File: src/rtl/srw_pkg.sv
// ----------------------------------------------------------------------------
// srw_pkg
// Shared types and codes for the session replay window filter.
// ----------------------------------------------------------------------------
package srw_pkg;

    localparam int DEF_WINDOW_BITS   = 64;
    localparam int DEF_RETIRED_SLOTS = 8;

    localparam int CODE_W = 3;
    localparam int CNT_NUM = 6;
    localparam int CNT_IDX_W = 3;

    localparam logic [CODE_W-1:0] CODE_INVALID      = 3'd0;
    localparam logic [CODE_W-1:0] CODE_REJECTED     = 3'd1;
    localparam logic [CODE_W-1:0] CODE_DUPLICATE    = 3'd2;
    localparam logic [CODE_W-1:0] CODE_OUTSIDE      = 3'd3;
    localparam logic [CODE_W-1:0] CODE_EXHAUSTED    = 3'd4;
    localparam logic [CODE_W-1:0] CODE_NEW_SESSION  = 3'd5;
    localparam logic [CODE_W-1:0] CODE_IN_ORDER     = 3'd6;
    localparam logic [CODE_W-1:0] CODE_OUT_OF_ORDER = 3'd7;

    localparam logic [CNT_IDX_W-1:0] CNT_ACCEPTED   = 3'd0;
    localparam logic [CNT_IDX_W-1:0] CNT_DUPLICATES = 3'd1;
    localparam logic [CNT_IDX_W-1:0] CNT_REORDERED  = 3'd2;
    localparam logic [CNT_IDX_W-1:0] CNT_OUTSIDE    = 3'd3;
    localparam logic [CNT_IDX_W-1:0] CNT_REJECTED   = 3'd4;
    localparam logic [CNT_IDX_W-1:0] CNT_RESETS     = 3'd5;

    typedef struct packed {
        logic [31:0] session_ident;
        logic [31:0] seq_number;
    } t_srw_req;

    typedef struct packed {
        logic [CODE_W-1:0] delivery_code;
        logic              fresh_in_order;
        logic [31:0]       expected_next;
        logic [31:0]       window_low_bits;
        logic [31:0]       count_accepted;
        logic [31:0]       count_duplicates;
        logic [31:0]       count_reordered;
        logic [31:0]       count_outside;
        logic [31:0]       count_rejected;
        logic [31:0]       count_resets;
    } t_srw_rsp;

endpackage

File: src/rtl/srw_if.sv
// ----------------------------------------------------------------------------
// srw_req_if / srw_rsp_if
// Valid/ready channels for requests into and results out of the filter.
// ----------------------------------------------------------------------------
interface srw_req_if;
    import srw_pkg::*;

    logic     valid;
    logic     ready;
    t_srw_req payload;

    modport source (output valid, output payload, input ready);
    modport sink (input valid, input payload, output ready);
endinterface

interface srw_rsp_if;
    import srw_pkg::*;

    logic     valid;
    logic     ready;
    t_srw_rsp payload;

    modport source (output valid, output payload, input ready);
    modport sink (input valid, input payload, output ready);
endinterface

File: src/rtl/session_replay_window.sv
// ----------------------------------------------------------------------------
// session_replay_window
// Anti-replay sliding window filter for one receiving session.
// Flow: check the request; on a switch, read and compare each retired id, then
//   retire the old id; test the window, count a reorder when it lands out of
//   order, slide over received bits, and hold the result until the output frees.
// Requests: one at a time; ready returns in the same cycle that the result is
//   registered. The retired-id scan and the one-bit-per-cycle slide set how long each takes.
// Reset: synchronous; clears session, window, ring pointers and counters.
// ----------------------------------------------------------------------------
module session_replay_window #(
    parameter int WINDOW_BITS   = srw_pkg::DEF_WINDOW_BITS,
    parameter int RETIRED_SLOTS = srw_pkg::DEF_RETIRED_SLOTS
) (
    input  logic        i_clk,
    input  logic        i_rst_n,
    srw_req_if.sink     i_req,
    srw_rsp_if.source   o_rsp
);
    import srw_pkg::*;

    localparam int BIT_W  = (WINDOW_BITS > 1) ? $clog2(WINDOW_BITS) : 1;
    localparam int IDX_W  = (RETIRED_SLOTS > 1) ? $clog2(RETIRED_SLOTS) : 1;
    localparam int FILL_W = $clog2(RETIRED_SLOTS + 1);
    localparam int LOW_W  = (WINDOW_BITS < 32) ? WINDOW_BITS : 32;

    localparam logic [3:0] S_IDLE     = 4'd0;
    localparam logic [3:0] S_CHECK    = 4'd1;
    localparam logic [3:0] S_SCAN_RD  = 4'd2;
    localparam logic [3:0] S_SCAN_CMP = 4'd3;
    localparam logic [3:0] S_SWITCH   = 4'd4;
    localparam logic [3:0] S_WINDOW   = 4'd5;
    localparam logic [3:0] S_REORD    = 4'd6;
    localparam logic [3:0] S_SLIDE    = 4'd7;
    localparam logic [3:0] S_DONE     = 4'd8;

    logic [3:0]             r_state, n_state;
    logic                   r_present, n_present;
    logic [31:0]            r_cur, n_cur;
    logic [31:0]            r_next, n_next;
    logic [WINDOW_BITS-1:0] r_bitmap, n_bitmap;
    logic [IDX_W-1:0]       r_cursor, n_cursor;
    logic [FILL_W-1:0]      r_fill, n_fill;
    logic [IDX_W-1:0]       r_idx, n_idx;
    logic [31:0]            r_id, n_id;
    logic [31:0]            r_seq, n_seq;
    logic [CODE_W-1:0]      r_code, n_code;
    logic                   r_fresh, n_fresh;
    logic                   r_off_nz, n_off_nz;
    logic                   r_out_valid, n_out_valid;
    t_srw_rsp               r_rsp, n_rsp;
    logic [31:0]            r_cnt [CNT_NUM];

    logic [31:0]            r_mem [RETIRED_SLOTS];
    logic [31:0]            r_rd_data;
    logic                   mem_we;

    logic                   bump_en;
    logic [CNT_IDX_W-1:0]   bump_sel;

    logic [31:0]            offset;
    logic [BIT_W-1:0]       bit_idx;

    assign offset  = r_seq - r_next;
    assign bit_idx = offset[BIT_W-1:0];

    assign i_req.ready   = (r_state == S_IDLE);
    assign o_rsp.valid   = r_out_valid;
    assign o_rsp.payload = r_rsp;

    always_comb begin
        n_state     = r_state;
        n_present   = r_present;
        n_cur       = r_cur;
        n_next      = r_next;
        n_bitmap    = r_bitmap;
        n_cursor    = r_cursor;
        n_fill      = r_fill;
        n_idx       = r_idx;
        n_id        = r_id;
        n_seq       = r_seq;
        n_code      = r_code;
        n_fresh     = r_fresh;
        n_off_nz    = r_off_nz;
        n_out_valid = r_out_valid & ~o_rsp.ready;
        n_rsp       = r_rsp;
        mem_we      = 1'b0;
        bump_en     = 1'b0;
        bump_sel    = CNT_ACCEPTED;

        unique case (r_state)
            S_IDLE: begin
                if (i_req.valid) begin
                    n_id    = i_req.payload.session_ident;
                    n_seq   = i_req.payload.seq_number;
                    n_fresh = 1'b0;
                    n_state = S_CHECK;
                end
            end
            S_CHECK: begin
                if (r_id == 32'd0 || r_seq == 32'd0) begin
                    n_code  = CODE_INVALID;
                    n_state = S_DONE;
                end else if (!r_present) begin
                    n_present = 1'b1;
                    n_cur     = r_id;
                    n_next    = 32'd1;
                    n_bitmap  = '0;
                    n_fresh   = 1'b1;
                    n_state   = S_WINDOW;
                end else if (r_cur != r_id) begin
                    if (r_seq != 32'd1) begin
                        bump_en  = 1'b1;
                        bump_sel = CNT_REJECTED;
                        n_code   = CODE_REJECTED;
                        n_state  = S_DONE;
                    end else if (r_fill == '0) begin
                        n_state = S_SWITCH;
                    end else begin
                        n_idx   = '0;
                        n_state = S_SCAN_RD;
                    end
                end else begin
                    n_state = S_WINDOW;
                end
            end
            S_SCAN_RD: begin
                n_state = S_SCAN_CMP;
            end
            S_SCAN_CMP: begin
                if (r_rd_data == r_id) begin
                    bump_en  = 1'b1;
                    bump_sel = CNT_REJECTED;
                    n_code   = CODE_REJECTED;
                    n_state  = S_DONE;
                end else if ((FILL_W'(r_idx) + FILL_W'(1)) == r_fill) begin
                    n_state = S_SWITCH;
                end else begin
                    n_idx   = r_idx + IDX_W'(1);
                    n_state = S_SCAN_RD;
                end
            end
            S_SWITCH: begin
                // retire the old id, then open the new session
                mem_we   = 1'b1;
                n_cursor = (r_cursor == IDX_W'(RETIRED_SLOTS - 1)) ?
                           '0 : r_cursor + IDX_W'(1);
                if (r_fill != FILL_W'(RETIRED_SLOTS)) begin
                    n_fill = r_fill + FILL_W'(1);
                end
                bump_en   = 1'b1;
                bump_sel  = CNT_RESETS;
                n_cur     = r_id;
                n_next    = 32'd1;
                n_bitmap  = '0;
                n_fresh   = 1'b1;
                n_state   = S_WINDOW;
            end
            S_WINDOW: begin
                if (r_seq < r_next) begin
                    bump_en  = 1'b1;
                    bump_sel = CNT_DUPLICATES;
                    n_code   = CODE_DUPLICATE;
                    n_state  = S_DONE;
                end else if (offset >= 32'(WINDOW_BITS)) begin
                    bump_en  = 1'b1;
                    bump_sel = CNT_OUTSIDE;
                    n_code   = CODE_OUTSIDE;
                    n_state  = S_DONE;
                end else if (r_bitmap[bit_idx]) begin
                    bump_en  = 1'b1;
                    bump_sel = CNT_DUPLICATES;
                    n_code   = CODE_DUPLICATE;
                    n_state  = S_DONE;
                end else begin
                    n_bitmap = r_bitmap | (WINDOW_BITS'(1) << bit_idx);
                    bump_en  = 1'b1;
                    bump_sel = CNT_ACCEPTED;
                    n_off_nz = (offset != 32'd0);
                    n_state  = (offset != 32'd0) ? S_REORD : S_SLIDE;
                end
            end
            S_REORD: begin
                bump_en  = 1'b1;
                bump_sel = CNT_REORDERED;
                n_state  = S_SLIDE;
            end
            S_SLIDE: begin
                // advance one received bit per cycle
                if (r_bitmap[0]) begin
                    n_bitmap = r_bitmap >> 1;
                    if (r_next == 32'hFFFF_FFFF) begin
                        n_code  = CODE_EXHAUSTED;
                        n_state = S_DONE;
                    end else begin
                        n_next = r_next + 32'd1;
                    end
                end else begin
                    if (r_off_nz) begin
                        n_code = CODE_OUT_OF_ORDER;
                    end else if (r_fresh) begin
                        n_code = CODE_NEW_SESSION;
                    end else begin
                        n_code = CODE_IN_ORDER;
                    end
                    n_state = S_DONE;
                end
            end
            S_DONE: begin
                // hold until the output register is free
                if (!r_out_valid || o_rsp.ready) begin
                    n_rsp.delivery_code    = r_code;
                    n_rsp.fresh_in_order   = (r_code == CODE_NEW_SESSION) ||
                                             (r_code == CODE_IN_ORDER);
                    n_rsp.expected_next    = r_next;
                    n_rsp.window_low_bits  = 32'(r_bitmap[LOW_W-1:0]);
                    n_rsp.count_accepted   = r_cnt[CNT_ACCEPTED];
                    n_rsp.count_duplicates = r_cnt[CNT_DUPLICATES];
                    n_rsp.count_reordered  = r_cnt[CNT_REORDERED];
                    n_rsp.count_outside    = r_cnt[CNT_OUTSIDE];
                    n_rsp.count_rejected   = r_cnt[CNT_REJECTED];
                    n_rsp.count_resets     = r_cnt[CNT_RESETS];
                    n_out_valid            = 1'b1;
                    n_state                = S_IDLE;
                end
            end
            default: begin
                n_state = S_IDLE;
            end
        endcase
    end

    always_ff @(posedge i_clk) begin
        if (!i_rst_n) begin
            r_state     <= S_IDLE;
            r_present   <= 1'b0;
            r_cur       <= '0;
            r_next      <= 32'd1;
            r_bitmap    <= '0;
            r_cursor    <= '0;
            r_fill      <= '0;
            r_out_valid <= 1'b0;
        end else begin
            r_state     <= n_state;
            r_present   <= n_present;
            r_cur       <= n_cur;
            r_next      <= n_next;
            r_bitmap    <= n_bitmap;
            r_cursor    <= n_cursor;
            r_fill      <= n_fill;
            r_out_valid <= n_out_valid;
        end
    end

    always_ff @(posedge i_clk) begin
        r_idx    <= n_idx;
        r_id     <= n_id;
        r_seq    <= n_seq;
        r_code   <= n_code;
        r_fresh  <= n_fresh;
        r_off_nz <= n_off_nz;
        r_rsp    <= n_rsp;
    end

    // shared counter incrementer, one event per cycle
    always_ff @(posedge i_clk) begin
        if (!i_rst_n) begin
            for (int k = 0; k < CNT_NUM; k++) begin
                r_cnt[k] <= '0;
            end
        end else if (bump_en) begin
            r_cnt[bump_sel] <= r_cnt[bump_sel] + 32'd1;
        end
    end

    // retired id ring
    always_ff @(posedge i_clk) begin
        if (mem_we) begin
            r_mem[r_cursor] <= r_cur;
        end
        r_rd_data <= r_mem[r_idx];
    end

endmodule

File: src/flat_wrapper.sv
// flat-port wrapper written by rule: the top's interface ports become plain ports
module session_replay_window_flat import srw_pkg::*;
#(
    parameter int WINDOW_BITS   = srw_pkg::DEF_WINDOW_BITS,
    parameter int RETIRED_SLOTS = srw_pkg::DEF_RETIRED_SLOTS
)
  (i_clk, i_rst_n, i_req_valid, i_req_payload, i_req_ready, o_rsp_valid, o_rsp_payload, o_rsp_ready);
  srw_req_if i_req_i ();
  srw_rsp_if o_rsp_i ();
  input  logic i_clk;
  input  logic i_rst_n;
  input wire logic [$bits(i_req_i.valid)-1:0] i_req_valid;
  input wire logic [$bits(i_req_i.payload)-1:0] i_req_payload;
  output wire logic [$bits(i_req_i.ready)-1:0] i_req_ready;
  output wire logic [$bits(o_rsp_i.valid)-1:0] o_rsp_valid;
  output wire logic [$bits(o_rsp_i.payload)-1:0] o_rsp_payload;
  input wire logic [$bits(o_rsp_i.ready)-1:0] o_rsp_ready;
  assign i_req_i.valid = i_req_valid;
  assign i_req_i.payload = i_req_payload;
  assign i_req_ready = i_req_i.ready;
  assign o_rsp_valid = o_rsp_i.valid;
  assign o_rsp_payload = o_rsp_i.payload;
  assign o_rsp_i.ready = o_rsp_ready;
  session_replay_window #(.WINDOW_BITS(WINDOW_BITS), .RETIRED_SLOTS(RETIRED_SLOTS)) u_core (.i_clk(i_clk), .i_rst_n(i_rst_n), .i_req(i_req_i), .o_rsp(o_rsp_i));
endmodule
File: config.mk
export PLATFORM = sky130hd
export DESIGN_NAME = session_replay_window_flat
export DESIGN_NICKNAME = d
export VERILOG_FILES = /design/src/rtl/srw_pkg.sv /design/src/rtl/srw_if.sv /design/src/rtl/session_replay_window.sv /design/src/flat_wrapper.sv
export SDC_FILE = /design/constraint.sdc
export NUM_CORES = 1
export LEC_CHECK = 0
export ABC_CLOCK_PERIOD_IN_PS = 37100
export BUFFER_PORTS_ARGS = -buffer_cell sky130_fd_sc_hd__buf_2
export CAP_MARGIN = 20
export CORE_UTILIZATION = 35
export CTS_BUF_LIST = sky130_fd_sc_hd__clkbuf_8 sky130_fd_sc_hd__clkbuf_16
export DETAILED_ROUTE_END_ITERATION = 8
export GPL_ROUTABILITY_DRIVEN = 0
export SYNTH_ARGS = -nofsm -noshare
export SYNTH_HDL_FRONTEND = slang
export SYNTH_SLANG_ARGS = --single-unit
File: constraint.sdc
create_clock -name i_clk -period 37.1 [get_ports i_clk]
set_input_delay 5.565 -clock i_clk [delete_from_list [all_inputs] [get_ports i_clk]]
set_output_delay 5.565 -clock i_clk [all_outputs]
set_load 0.01 [all_outputs]
# Word level (Yosys, flattened, before mapping)
# Memory sizes are Yosys's and may differ from the RTL's. A register that Yosys moved wholly into a read port is not among the register bits.
# Index checks and enable logic that the tools add are counted.
# W data, S select, Z words.
# totals
register_bits	281
mem_bits_rw	448
out_inout_bits	262
elab_cells	193
mem_count	2
# op_classes
add_sub_neg	7
order_cmp	3
n_eq_ne	38
shifts	1
mux	86
bitwise_logic	7
reduce_logical	30
# mem_list
name	depth	width	read_ports	rd_ports_with_merged_regs	write_ports	line	rtl
u_core.r_mem	8	32	1	1	1	session_replay_window.sv:54	logic [31:0] r_mem [RETIRED_SLOTS];
u_core.r_cnt	6	32	7	6	6	session_replay_window.sv:52	logic [31:0] r_cnt [CNT_NUM];
# op_table
cell	count
$mux W64	6
$pmux W64 S4	1
$mux W32	7
$pmux W32 S3	1
$mux W3	29
$add A32 B1 Y32 const B	2
$logic_not A32 Y1	2
$or A64 B64 Y64	1
$pmux W32 S2	1
$shl A1 B6 Y64 const A	1
$mux W4	12
$pmux W4 S9	1
$eq A32 B32 Y1	1
$eq A32 B32 Y1 const B	1
$ge A32 B7 Y1 const B	1
$lt A32 B32 Y1	1
$ne A32 B1 Y1 const B	1
$ne A32 B32 Y1	1
$reduce_bool A32 Y1	1
$reduce_or A32 Y1	1
$sub A32 B32 Y32	1
$ne A2 B2 Y1 const B	11
$mux W1	21
$eq A4 B3 Y1 const B	4
36 further kinds	63

# Longest topological paths before layout
# depth
depth_word	11
ltp_mapped	24

# Worst setup path after synthesis
# No wires, ideal clock.
# synth_path
path_type	input-to-reg
start	in o_rsp_ready
end	reg, netlist name o_rsp_payload[0]
t_arrival_ns	17.090
required_ns	36.183
setup_slack_ns	19.093
path_stages	2
path_buffers	0
cell_sequence	nor2b_1 > nor2b_1
# synth_between
elab_chain_len	2
# synth_rtl
item	line	rtl
from (decl)	flat_wrapper.sv:17	input wire logic [$bits(o_rsp_i.ready)-1:0] o_rsp_ready;
$logic_or A1 B1 Y1	session_replay_window.sv:211	if (!r_out_valid || o_rsp.ready) begin
$reduce_and A2 Y1 (no line)	n/a	
# No other way between the ends.
# A chain may end at the register's enable or synchronous reset.

==> summary.txt <==
Placement
  – Final HPWL DP: about 74000 µm
  – IO Port Bufs: roughly 330

STA
  – F_max: ~110 MHz
  – Fin crit share: 24.1%
  – Clock Skews: 50.0 ps
  – Unrepaired setup endpoints after global routing: false
  – Final TNS setup: 0 ps
  – Tightest Pin Transition: approximately 1100 ps
  – Hold Slack: roughly 440 ps
  – Hold Vio Cnt, Final: 0
  – Max-slew violation count: 0
  – Min cycle time layout: slightly below 9000 ps
  – Relative slew slack: between 20 and 30%
  – Final setup fails: 0

Synth
  – Synthesized netlist cell count: around 2900
  – Post-Syn Area per Cell: around 14 µm²
  – Post-synth cell types: 88
  – Most common flop cell mapped by yosys: edfxtp_1
  – Synthesized Nets: between 3000 and 4000
  – Post-synth EDFFs: 780
  – Flops & latches, synth: between 900 and 1000
  – Seq/Total Area, Yosys: about two thirds
  – Syn. warnings: 0
  – Post-synth design cell area: approximately 40000 µm²
  – FFs w/ async S/R, synth: 0%

Worst setup path
  – FF-to-FF path depth: 20
  – Crit start category: input port
  – CP Data Arrival Time: ~9000 ps
  – Crit Path Class: input port to flip-flop
  – CP Max Fanout: 38
  – Worst path required time: 37360 ps
  – CP Capture Type: flip-flop

Clock tree
  – CTS Root Cell: clkbuf_16
  – CTS Buf Count: 98
  – CTS resizes: 0
  – Setup bufs post-CTS: 0
  – Clock tree from TritonCTS: done
  – CTS H-tree lvls: 3
  – Worst-Skew Late Latency: approximately 680 ps
  – Clock slew at reported path FFs: 60 ps
  – CTS sink cnt: roughly 950
  – # hold bufs at CTS: 0
  – Max clock buf depth: 3

Finish
  – Commonest non-fill, non-tap cell in the layout: edfxtp_1
  – Area Growth Syn to Fin: 16.7%
  – Share of post-route cells with drive strength above 1: ~22%
  – Layout net count: roughly 3400
  – Commonest cells after routing, fill and taps aside: 780 x edfxtp_1, 438 x nor2_1, 329 x buf_2, 223 x a21oi_1, 174 x nand2_1

GRT
  – Initial antenna violation count: 2
  – Global-route wire length before repair: ~160000 µm
  – Total GRT Usage: between 10% and 20%
  – Total gr overflow: 0
  – Largest net degree at the start of global routing: slightly above 80
  – Vias in the first global route: between 20000 and 25000

Floorplanning
  – I/O Pins: 330
  – Die Y: about 340 µm
  – Die area: between 100000 and 150000 µm²
  – Core box area: 113000 µm²
  – Row cnt: around 120
  – Die W: between 300 and 400 µm
  – Initial core utilization: 35.4%

Run
  – Max cap viols: 0

Detailed routing
  – Via count: 25400
  – Residual DRC count: 0
  – Final wirelength: about 110000 µm
  – Post-route ant nets: 0
  – Iteration-0 DRC Markers: about 2200
  – First-pass detailed-route iteration total: 6
  – Via/cell ratio: around 5.2
  – Wire per inst: 23.1 µm

Worst hold path
  – Hold Crit Class: flip-flop to flip-flop
  – Hold Crit Depth: 0

Power and ir drop
  – Max VDD drop: 0.0398 mV
  – Power per cell area: roughly 64 nW/µm²
  – P_leak: roughly 0.016 µW

Status
  – Outcome: finished clean
==> worst max-delay path, cell delays in order <==
cell and delay (ps):
buf_2 300, clkinv_2 600, a21oi_1 590, buf_4 280
nand3_2 710, nand2_2 1080
==> area by class of cell <==
type	count	area, µm²
Inverter	57	215
Tap cell	1500	1880
Clock buffer	102	2530
Sequential cell	953	26900
Timing Repair Buffer	378	2020
Clock inverter	82	840
Antenna cell	1	2.50
Fill cell	10400	66200
Multi-Input combinational cell	1777	12300
==> worst paths after layout <==
kind                     start                         to  slack (ps)
max                    i_rst_n        u_core.r_cnt[3][24]       28160
min          u_core.r_next[10]  u_core.o_rsp.payload[234]         440
max reg2reg    u_core.r_seq[0]        u_core.r_cnt[3][10]       29090
min reg2reg  u_core.r_next[10]  u_core.o_rsp.payload[234]         440
==> where the power goes <==
part           internal [µW]  total, µW  switching [µW]
logic                    200        565             365
registers               1290       1390            99.7
clock network            595       1020             423
total                   2090       2980             887
==> cell families (layout without fill, tap and decap cells) <==
logic type | Yosys count | count (layout) | share of synthesized area, %
XOR/XNOR | 148 | 148 | 3.45
adder cells (fa/ha/maj) | 40 | 40 | 1.27
multiplexers | 164 | 164 | 6.77
AO/OA/AOI/OAI | 513 | 513 | 8.25
buffers and inverters | 213 | 619 | 2.29
AND/OR/NAND/NOR | 912 | 912 | 10.7
other | 0 | 1 | 0
flip-flops | 953 | 953 | 67.3
==> per-layer routing <==
metal / global-route usage (%) / part of all wire, % / vias up
met5: 0 / 0 / -
met4: 5.87 / 2.8 / 0
met3: 2.75 / 5.3 / 166
met2: 31.3 / 48 / 809
met1: 25.7 / 44 / 12800
li1: - / - / 11700
==> synthesized netlist by cell type (39+ instances only) <==
cell type  number  share of area [%]
nand2_1       181                1.7
mux2_2         51                1.4
nor2_1        442                4.2
nand3_1        43               0.54
edfxtp_1      780                 59
xnor2_1        53                1.2
mux4_2         80                4.5
dfxtp_1       173                8.7
o21ai_0        42               0.53
a21oi_1       224                2.8
a211oi_1       87                1.6
clkbuf_1       99               0.93
inv_1          57               0.54
nor3_1         47               0.59
xor2_1         84                1.8
ha_1           39                1.2
==> through the flow <==
step	worst slack [ps]	instance area [µm²]	total power, µW	instances	utilization, %
2_1_floorplan	19090	40000	1780	2943	-
3_3_place_gp	26910	43200	1970	4661	38.3
3_5_place_dp	26770	43300	1980	4663	38.3
4_1_cts	27460	46600	3000	4847	41.3
5_1_grt	28000	46600	3100	4849	41.3
6_report	28160	46600	2980	4850	41.4
==> flip-flops by register name, indices dropped and copies added (netlist names), 4 cells and up <==
register	cells
u_core.r_mem	256
o_rsp_payload	192
u_core.r_cnt	192
u_core.o_rsp.payload	68
u_core.r_bitmap	64
u_core.r_cur	32
u_core.r_id	32
u_core.r_next	32
u_core.r_rd_data	32
u_core.r_seq	32
u_core.r_fill	4
u_core.r_state	4
Power figures use the tool's default switching activity.
